## src/rtl/core/tdpb_pkg.sv

```systemverilog
// types, step codes and control program of the tail drop packet buffer
package tdpb_pkg;

  typedef struct packed {
    logic [31:0] arrive_at;
    logic [15:0] work_len;
  } in_item_t;

  typedef struct packed {
    logic        dropped;
    logic [31:0] serve_at;
  } out_item_t;

  typedef logic [2:0] step_t;

  localparam step_t S_WAIT   = 3'd0;
  localparam step_t S_RETIRE = 3'd1;
  localparam step_t S_SETTLE = 3'd2;
  localparam step_t S_DECIDE = 3'd3;
  localparam step_t S_COMMIT = 3'd4;
  localparam step_t S_EMIT   = 3'd5;

  typedef enum logic [2:0] {
    C_ALWAYS,
    C_IN,
    C_RETIRE,
    C_FULL,
    C_OUT_FREE
  } cond_t;

  typedef struct packed {
    cond_t cond;
    step_t on_true;
    step_t on_false;
    logic  latch_in;
    logic  retire;
    logic  decide;
    logic  commit;
    logic  emit;
  } uword_t;

  typedef struct packed {
    logic in_valid;
    logic retire_ok;
    logic full;
    logic out_free;
  } flags_t;

  typedef struct packed {
    logic latch_in;
    logic retire;
    logic decide;
    logic commit;
    logic emit;
    logic hit;
  } ctl_t;

  function automatic uword_t program_rom(input step_t step);
    uword_t w;
    w = '{cond: C_IN, on_true: S_RETIRE, on_false: S_WAIT, latch_in: 1'b1,
          retire: 1'b0, decide: 1'b0, commit: 1'b0, emit: 1'b0};
    unique case (step)
      S_WAIT: begin
        w = '{cond: C_IN, on_true: S_RETIRE, on_false: S_WAIT, latch_in: 1'b1,
              retire: 1'b0, decide: 1'b0, commit: 1'b0, emit: 1'b0};
      end
      S_RETIRE: begin
        w = '{cond: C_RETIRE, on_true: S_SETTLE, on_false: S_DECIDE, latch_in: 1'b0,
              retire: 1'b1, decide: 1'b0, commit: 1'b0, emit: 1'b0};
      end
      S_SETTLE: begin
        w = '{cond: C_ALWAYS, on_true: S_RETIRE, on_false: S_RETIRE, latch_in: 1'b0,
              retire: 1'b0, decide: 1'b0, commit: 1'b0, emit: 1'b0};
      end
      S_DECIDE: begin
        w = '{cond: C_FULL, on_true: S_EMIT, on_false: S_COMMIT, latch_in: 1'b0,
              retire: 1'b0, decide: 1'b1, commit: 1'b0, emit: 1'b0};
      end
      S_COMMIT: begin
        w = '{cond: C_ALWAYS, on_true: S_EMIT, on_false: S_EMIT, latch_in: 1'b0,
              retire: 1'b0, decide: 1'b0, commit: 1'b1, emit: 1'b0};
      end
      S_EMIT: begin
        w = '{cond: C_OUT_FREE, on_true: S_WAIT, on_false: S_EMIT, latch_in: 1'b0,
              retire: 1'b0, decide: 1'b0, commit: 1'b0, emit: 1'b1};
      end
      default: begin
        w = '{cond: C_ALWAYS, on_true: S_WAIT, on_false: S_WAIT, latch_in: 1'b0,
              retire: 1'b0, decide: 1'b0, commit: 1'b0, emit: 1'b0};
      end
    endcase
    return w;
  endfunction

endpackage

```

## src/rtl/core/tdpb_seq.sv

```systemverilog
// step counter and control program decode
module tdpb_seq (
  input  logic            clk,
  input  logic            rst,
  input  tdpb_pkg::flags_t flags,
  output tdpb_pkg::ctl_t   ctl
);
  import tdpb_pkg::*;

  step_t  pc;
  step_t  pc_next;
  uword_t word;
  logic   hit;

  assign word = program_rom(pc);

  always_comb begin
    unique case (word.cond)
      C_ALWAYS:   hit = 1'b1;
      C_IN:       hit = flags.in_valid;
      C_RETIRE:   hit = flags.retire_ok;
      C_FULL:     hit = flags.full;
      C_OUT_FREE: hit = flags.out_free;
      default:    hit = 1'b0;
    endcase
  end

  always_comb begin
    pc_next = hit ? word.on_true : word.on_false;
  end

  always_comb begin
    ctl.latch_in = word.latch_in;
    ctl.retire   = word.retire;
    ctl.decide   = word.decide;
    ctl.commit   = word.commit;
    ctl.emit     = word.emit;
    ctl.hit      = hit;
  end

  always_ff @(posedge clk) begin
    if (rst) begin
      pc <= S_WAIT;
    end else begin
      pc <= pc_next;
    end
  end

endmodule

```

## src/rtl/core/tail_drop_packet_buffer_core.sv

```systemverilog
// top level of the tail drop packet buffer: finish ring, datapath and sequencer
//
//  port group | direction | handshake          | content
//  in_*       | in        | in_valid / in_stall   | arrive_at, work_len
//  out_*      | out       | out_valid / out_stall | dropped, serve_at
//  cfg_*      | in        | cfg_valid / cfg_ready | buffer_size
//
// one packet at a time: after acceptance the program steps through retire, decide, commit
// and emit, with commit skipped when dropped and a settle step after each finish time
// retired from the ring, these steps placed around the registered ring read port
// the next packet is taken while the last result still waits in the output register
// a stalled output holds the final step until the output register frees
// reset empties the ring at once through the count, with no clearing pass
module tail_drop_packet_buffer_core #(
  parameter int MAX_DEPTH = 64
) (
  input  logic                clk,
  input  logic                rst,
  input  logic                in_valid,
  output logic                in_stall,
  input  tdpb_pkg::in_item_t  in_data,
  output logic                out_valid,
  input  logic                out_stall,
  output tdpb_pkg::out_item_t out_data,
  input  logic                cfg_valid,
  output logic                cfg_ready,
  input  logic [6:0]          cfg_data
);
  import tdpb_pkg::*;

  localparam int IW    = (MAX_DEPTH > 1) ? $clog2(MAX_DEPTH) : 1;
  localparam int CW    = $clog2(MAX_DEPTH + 1);
  localparam int SW    = (CW > 7) ? CW : 7;
  localparam int TW    = CW + 1;

  logic [31:0]   ring [MAX_DEPTH];
  logic [31:0]   head_finish;
  logic [IW-1:0] head;
  logic [IW-1:0] head_next;
  logic [IW-1:0] tail;
  logic [TW-1:0] tail_sum;
  logic [CW-1:0] count;
  logic [31:0]   last_finish;
  logic [6:0]    buffer_size;
  logic [SW-1:0] eff_size;
  logic [31:0]   arrival;
  logic [15:0]   proc;
  logic [31:0]   start;
  logic          drop;
  logic [32:0]   fin_sum;
  logic [31:0]   fin;
  out_item_t     result;
  flags_t        flags;
  ctl_t          ctl;

  tdpb_seq u_seq (
    .clk   (clk),
    .rst   (rst),
    .flags (flags),
    .ctl   (ctl)
  );

  assign in_stall  = !ctl.latch_in;
  assign cfg_ready = 1'b1;

  always_comb begin
    if (buffer_size == 7'd0) begin
      eff_size = SW'(1);
    end else if (SW'(buffer_size) > SW'(MAX_DEPTH)) begin
      eff_size = SW'(MAX_DEPTH);
    end else begin
      eff_size = SW'(buffer_size);
    end
  end

  always_comb begin
    head_next = (head == IW'(MAX_DEPTH - 1)) ? '0 : head + IW'(1);
    tail_sum  = TW'(head) + TW'(count);
    tail      = (tail_sum >= TW'(MAX_DEPTH)) ? IW'(tail_sum - TW'(MAX_DEPTH))
                                             : IW'(tail_sum);
    fin_sum   = {1'b0, start} + 33'(proc);
    fin       = fin_sum[32] ? 32'hFFFF_FFFF : fin_sum[31:0];
  end

  always_comb begin
    flags.in_valid  = in_valid;
    flags.retire_ok = (count != '0) && (head_finish <= arrival);
    flags.full      = SW'(count) >= eff_size;
    flags.out_free  = !out_valid || !out_stall;
  end

  // ring port: read of the head entry every cycle, write of the tail on commit
  always_ff @(posedge clk) begin
    head_finish <= ring[head];
    if (ctl.commit) begin
      ring[tail] <= fin;
    end
  end

  always_ff @(posedge clk) begin
    if (ctl.latch_in && ctl.hit) begin
      arrival <= in_data.arrive_at;
      proc    <= in_data.work_len;
    end
    if (ctl.decide) begin
      drop  <= ctl.hit;
      start <= (count != '0 && last_finish > arrival) ? last_finish : arrival;
    end
    if (ctl.emit && ctl.hit) begin
      out_data <= result;
    end
  end

  always_comb begin
    result.dropped  = drop;
    result.serve_at = drop ? 32'd0 : start;
  end

  always_ff @(posedge clk) begin
    if (rst) begin
      head        <= '0;
      count       <= '0;
      last_finish <= '0;
      buffer_size <= 7'd64;
      out_valid   <= 1'b0;
    end else begin
      if (cfg_valid && cfg_ready) begin
        buffer_size <= cfg_data;
      end
      if (ctl.retire && ctl.hit) begin
        head  <= head_next;
        count <= count - CW'(1);
      end else if (ctl.commit) begin
        count       <= count + CW'(1);
        last_finish <= fin;
      end
      if (ctl.emit && ctl.hit) begin
        out_valid <= 1'b1;
      end else if (!out_stall) begin
        out_valid <= 1'b0;
      end
    end
  end

endmodule

```

## config.mk

```make
export PLATFORM = sky130hd
export DESIGN_NAME = tail_drop_packet_buffer_core
export DESIGN_NICKNAME = d
export VERILOG_FILES = /design/src/rtl/core/tdpb_pkg.sv /design/src/rtl/core/tdpb_seq.sv /design/src/rtl/core/tail_drop_packet_buffer_core.sv
export SDC_FILE = /design/constraint.sdc
export NUM_CORES = 2
export LEC_CHECK = 0
export BUFFER_PORTS_ARGS = -buffer_cell sky130_fd_sc_hd__buf_4
export CAP_MARGIN = 20
export CORE_MARGIN = 2
export CORE_UTILIZATION = 40
export CTS_BUF_LIST = sky130_fd_sc_hd__clkbuf_16
export DETAILED_ROUTE_END_ITERATION = 10
export GPL_ROUTABILITY_DRIVEN = 0
export PLACE_DENSITY = 0.68
export RECOVER_POWER = 100
export SLEW_MARGIN = 30
export SYNTH_ARGS = -nofsm -noshare
export SYNTH_HDL_FRONTEND = slang
export SYNTH_SLANG_ARGS = --single-unit
```

## constraint.sdc

```tcl
create_clock -name clk -period 4.7 [get_ports clk]
set_input_delay 0.235 -clock clk [delete_from_list [all_inputs] [get_ports clk]]
set_output_delay 0.235 -clock clk [all_outputs]
set_load 0.05 [all_outputs]
```

; Word level (Yosys, flattened, before mapping)
; Memories as Yosys holds them, arrays and structs flattened. A register that Yosys moved wholly into a read port is not among the register bits.
; Index checks and enable logic that the tools add are counted.
; Widths: inputs -> output; s select.
[word_totals]
n_memories = 1
reg_bits = 170
elab_cells = 66
inputBits = 60
out_inout_bits = 36
ramBits = 2048
[memory_table]
columns = name, depth, width, rd, rd_clocked_by_memory_dff, write_ports, line_no
row1 = ring, 64, 32, 1, 1, 1, tail_drop_packet_buffer_core.sv:36  ; logic [31:0] ring [MAX_DEPTH];
[op_classes]
muxes = 15
n_lt_le_gt_ge = 5
reduce_logical = 15
bitwise = 1
add_sub_neg = 6
eq_ne = 11
[ops]
columns = operator, n
row1 = $pmux 14 s6, 1
row2 = $mux 32, 2
row3 = $add 32x16->33, 1
row4 = $gt 32x32->1, 1
row5 = $le 32x32->1, 1
row6 = $mux 7, 4
row7 = $eq 3x2->1 const B, 4
row8 = $mux 6, 2
row9 = $eq 3x3->1 const B, 3
row10 = $add 6x7->8, 1
row11 = $ge 8x7->1 const B, 1
row12 = $add 7x1->7 const B, 1
row13 = $ge 7x7->1, 1
row14 = $gt 7x7->1 const B, 1
row15 = $logic_not 7->1, 1
row16 = $reduce_bool 7->1, 1
row17 = $sub 7x1->7 const B, 1
row18 = $add 6x1->6 const B, 1
row19 = $eq 3x1->1 const B, 2
row20 = $eq 6x6->1 const B, 1
row21 = $logic_not 3->1, 2
row22 = $sub 6x1->6 const B, 1
row23 = $logic_and 1x1->1, 5
row24 = $pmux 1 s5, 1
row25 = 8 further kinds, 13

; Longest topological paths before layout
[logic_depth]
word_depth = 8
ltp_mapped = 17
mapped_depth_nobuf = 16

; Hierarchy
; A second synthesis with hierarchy kept.
[unflattened]
hier_cells = 4044
hier_area_um2 = 88175.8
[modules_own_cells]
columns = module, area_per_inst_um2, cells_each, n_inst
row1 = tail_drop_packet_buffer_core, 87919.3, 4013, 1
row2 = tdpb_seq, 256.5, 31, 1

; Least setup slack after synthesis
; No wires, ideal clock.
[synth_path]
kind = register to register
start = register start[9]
end = memory ring[0][15], data pin
path_buffers = 1
required_ps = 3998
stages_incl_launch_ff = 8
t_arrival_ps = 4076
setup_slack_ps = -78
setup_ps = 702
path_cell_list = edfxtp_1 > ha_1 > clkbuf_1 > a21oi_1 > o211ai_1 > a41oi_1 > a21boi_1 > o21ai_0
[synth_via]
elab_chain_cells = 2
[synth_rtl]
columns = element, line_no
row1 = start: declaration, tail_drop_packet_buffer_core.sv:48  ; logic [31:0] start;
row2 = start signal: assignment, tail_drop_packet_buffer_core.sv:107  ; start <= (count != '0 && last_finish > arrival) ? last_finish : arrival;
row3 = $add 32x16->33, tail_drop_packet_buffer_core.sv:81  ; fin_sum = {1'b0, start} + 33'(proc);
row4 = $mux 32, tail_drop_packet_buffer_core.sv:82  ; fin = fin_sum[32] ? 32'hFFFF_FFFF : fin_sum[31:0];
row5 = net fin[15], tail_drop_packet_buffer_core.sv:51  ; logic [31:0] fin;
row6 = end: declaration, tail_drop_packet_buffer_core.sv:36
; The timed path passes the listed nets, and every way through them passes these cells.

; Final worst setup path
[layout_path]
start = register count[1]
end = memory ring[22][7] (enable)
[layout_via]
elab_chain_cells = 3
elab_cells_between_ends = 4
cone_classes = 2 x add/sub / 1 x order compare / 1 x mux
[layout_rtl]
columns = element, line_no
row1 = start: declaration, tail_drop_packet_buffer_core.sv:42  ; logic [CW-1:0] count;
row2 = start signal: assignment, tail_drop_packet_buffer_core.sv:132  ; count <= count - CW'(1);
row3 = start signal: assignment, tail_drop_packet_buffer_core.sv:134  ; count <= count + CW'(1);
row4 = $add 6x7->8 *, tail_drop_packet_buffer_core.sv:78  ; tail_sum = TW'(head) + TW'(count);
row5 = $ge 8x7->1 or $sub 6x1->6 (tied branches), tail_drop_packet_buffer_core.sv:79  ; tail = (tail_sum >= TW'(MAX_DEPTH)) ? IW'(tail_sum - TW'(MAX_DEPTH))
row6 = $mux 6 *, tail_drop_packet_buffer_core.sv:79
; Mark *: on every way between the ends. The rest lies on a longest branch, timed or not.

==> flow_summary.yaml <==
setup_path:
  ff2ff_path_depth: 9
  critPathLaunchType: "flip-flop"
  critPathRequiredTime_ps: 5150
  path_class: "reg2reg"
  arrival_ps: 4800
  worst-path-max-fanout: 32
  cp-end-kind: "flip-flop"
  regToRegSetupSlack_ps: 350
  worstReg2RegEnd: "ring[22][7]"
  r2r-start: "count[1]"
min_path:
  min_to: "proc[13]"
  hold_depth: 2
  hold_class: "in2reg"
  worstHoldStart: "in_data[13]"
run:
  drv_cap: 7
timing:
  fmax_mhz: 230
  tightest_slew_ps: 2450
  fin_setup_tns_ps: 0
  finalCriticalPeriod_ps: 4350
  timing.slew.headroom_pct: -63.6
  finalSetupViolCount: 0
  fin_skew_ps: 41.0
  rsz0062_at_grt: "no"
  holdWs_ps: 103
  setup_ws_ps: 352
  hold_viol: 0
  min_period_over_period_pct: 92.5
  finalMaxSlewViolations: 242
status:
  status: "finished with violations"
  violations: "max-capacitance violations, max-slew violations"
logic_synthesis:
  synthesis.area_um2: 87900
  ys_seq_area_share_pct: 75.9
  syn_inst: 3904
  synth_top_area_share_pct: 73.9
  synth_cell_type_count: 60
  syn-mean-instance-area_um2: 22.5
  synth_fp_nets: 4065
  synthArstFlopShare_pct: 0
  synth_edf_count: 2162
  ys.flop_type: "edfxtp_1"
  yosys.area.top_type: "edfxtp_1"
  yosysWarnings: 0
  ys_ff_latch: 2250
  synth_area_leaders: "edfxtp_1, mux4_2, dfxtp_1, ha_1, nor2_1"
floorplanning:
  initial_core_util_pct: 40.1
  die_h_um: 473
  die_x_um: 473
  core_um2: 219000
  rows: 172
  io_pins: 96
  dieArea_um2: 223000
cts:
  htree_levels: 4
  cts_buffers: 217
  clockBufferDepth: 3
  postCtsSetupRepairBufs: 0
  cts.sinks: 2250
  clkTransAtPathRegs_ps: 60
  cts_resized: 0
  hold_buffers: 73
  cts_tree: "yes"
  cts_root_buf: "clkbuf_16"
  insertion_delay_ps: 870
placed_design:
  preCtsSetupSlack_ps: 731
  portBuffers: 94
  hpwl_um: 119000
drt:
  drt_iter0_drc: 4957
  detail-route-antenna-nets: 0
  firstDrtPassIters: 5
  wl_per_cell_um: 27.9
  drc: 0
  vias: 41700
  via_per_inst: 5.71
  wl_um: 204000
power:
  total_power_uw: 41100
  power.density_nw_per_um2: 409
  p_leak_uw: 0.0308
  vdd.ir_drop.worst_mv: 0.314
global_route:
  grt_max_degree: 128
  grt.overflow.total: 0
  grt_pass1_wl_um: 295000
  grt_usage_pct: 18.1
  antenna_found_initial: 29
  grt_pass1_vias: 41800
finish:
  drive_gt1_share_pct: 27.5
  syn2layout_area_growth_pct: 14.2
  nets: 4423
## sequential cells by signal, summed over array words and instances (netlist names)
register and count:
arrival 32, buffer_size 7, count 7, drop 1
head 6, head_finish 32, last_finish 32, out_data 33
out_valid 1, proc 16, ring 2048, start 32
u_seq.pc 3
## area by class of cell
type	instances	area, um2
antenna	5	12.5
sequential	2250	66700
tap	2871	3590
clock inverter	173	1320
fill	17800	119000
clock buffer	217	5430
multi-input combinational	1414	20600
inverter	54	203
timing repair buffer	325	2500
## Yosys cell counts (9+ instances only)
| cell | n |
|---|---|
| nand2b_1 | 10 |
| o21ai_0 | 43 |
| buf_1 | 39 |
| edfxtp_1 | 2162 |
| clkbuf_1 | 99 |
| nor3_1 | 14 |
| a21o_1 | 19 |
| a21oi_1 | 66 |
| buf_2 | 39 |
| mux4_2 | 672 |
| o211ai_1 | 10 |
| ha_1 | 98 |
| nor2b_1 | 39 |
| a311oi_1 | 10 |
| inv_1 | 54 |
| xnor2_1 | 16 |
| nand2_1 | 75 |
| nand3_1 | 30 |
| xor2_1 | 15 |
| nor2_1 | 124 |
| nand4_1 | 20 |
| o21a_1 | 11 |
| and2_1 | 10 |
| mux2_2 | 36 |
| dfxtp_1 | 88 |
| a31oi_1 | 9 |
## per-stage QoR
stage               area, um2  util [%]  cells
CTS                    101000      46.2   7303
finish                 100000      45.8   7309
global route           100000      45.8   7304
detailed placement      93700      42.8   6840
global placement        93700      42.8   6840
floorplan               87900         -   3904
## cell usage in the layout (no fill, tap or decap), drive strengths merged, types with 4 or more instances in the layout
cell and count:
and2 10, o21a 11, a21oi 66, mux2 37, clkinv 92, nor3 14
dfxtp 88, dlygate4sd3 73, nand2 75, nand4 20, or2 4, a21o 19
nand3 30, bufinv 14, xor2 15, nor2b 39, mux4 672, or3 5
inv 117, o21ai 45, nor4 6, o211ai 10, and3 8, edfxtp 2162
xnor2 16, buf 77, clkinvlp 4, a2111oi 4, ha 98, nor2 124
o21bai 4, nand2b 10, diode 5, clkbuf 392, a31oi 9, a211oi 8
a311oi 10, mux2i 8
## cell families after synthesis
family                   Yosys count  share of synthesized area (%)
other                              1                        0.00427
AO/OA/AOI/OAI                    210                           1.52
XOR/XNOR                          31                          0.309
multiplexers                     717                           17.8
buffers and inverters            240                           1.13
AND/OR/NAND/NOR                  354                           1.91
adder cells (fa/ha/maj)          101                           1.46
flip-flops                      2250                           75.9
## report_power, final
part | internal (uW) | switching [uW]
clock network | 9150 | 7380
logic | 606 | 1360
registers | 22500 | 58.0
total | 32300 | 8800
## layer usage
| metal | GRT usage (%) | vias to the layer above | routed length [um] |
|---|---|---|---|
| met2 | 27.1 | 1936 | 93600 |
| met4 | 4.71 | 6 | 4550 |
| met1 | 26.2 | 22200 | 85300 |
| met3 | 5.23 | 284 | 20800 |
| met5 | 0 | - | 41 |
| li1 | - | 17300 | - |
## worst max path at each step
stage                startpoint            to  slack [ps]  cells after the start
floorplan              start[0]   ring[0][18]         460                      9
global placement    arrival[15]      count[6]         720                     15
detailed placement  arrival[15]      count[6]         730                     15
CTS                 arrival[15]      count[6]         720                     15
global route           count[1]  ring[25][22]         190                      9
finish                 count[1]   ring[22][7]         350                      9
## critical path, stage by stage, from the launching register on
cell and delay, ps:
dfxtp_1 570, ha_1 310, a21o_1 150, a21oi_1 290, o21bai_1 100, a21oi_1 330, xnor2_1 300, nand2_1 660
nor2_4 250, clkbuf_2 940
Power figures use the tool's default switching activity.
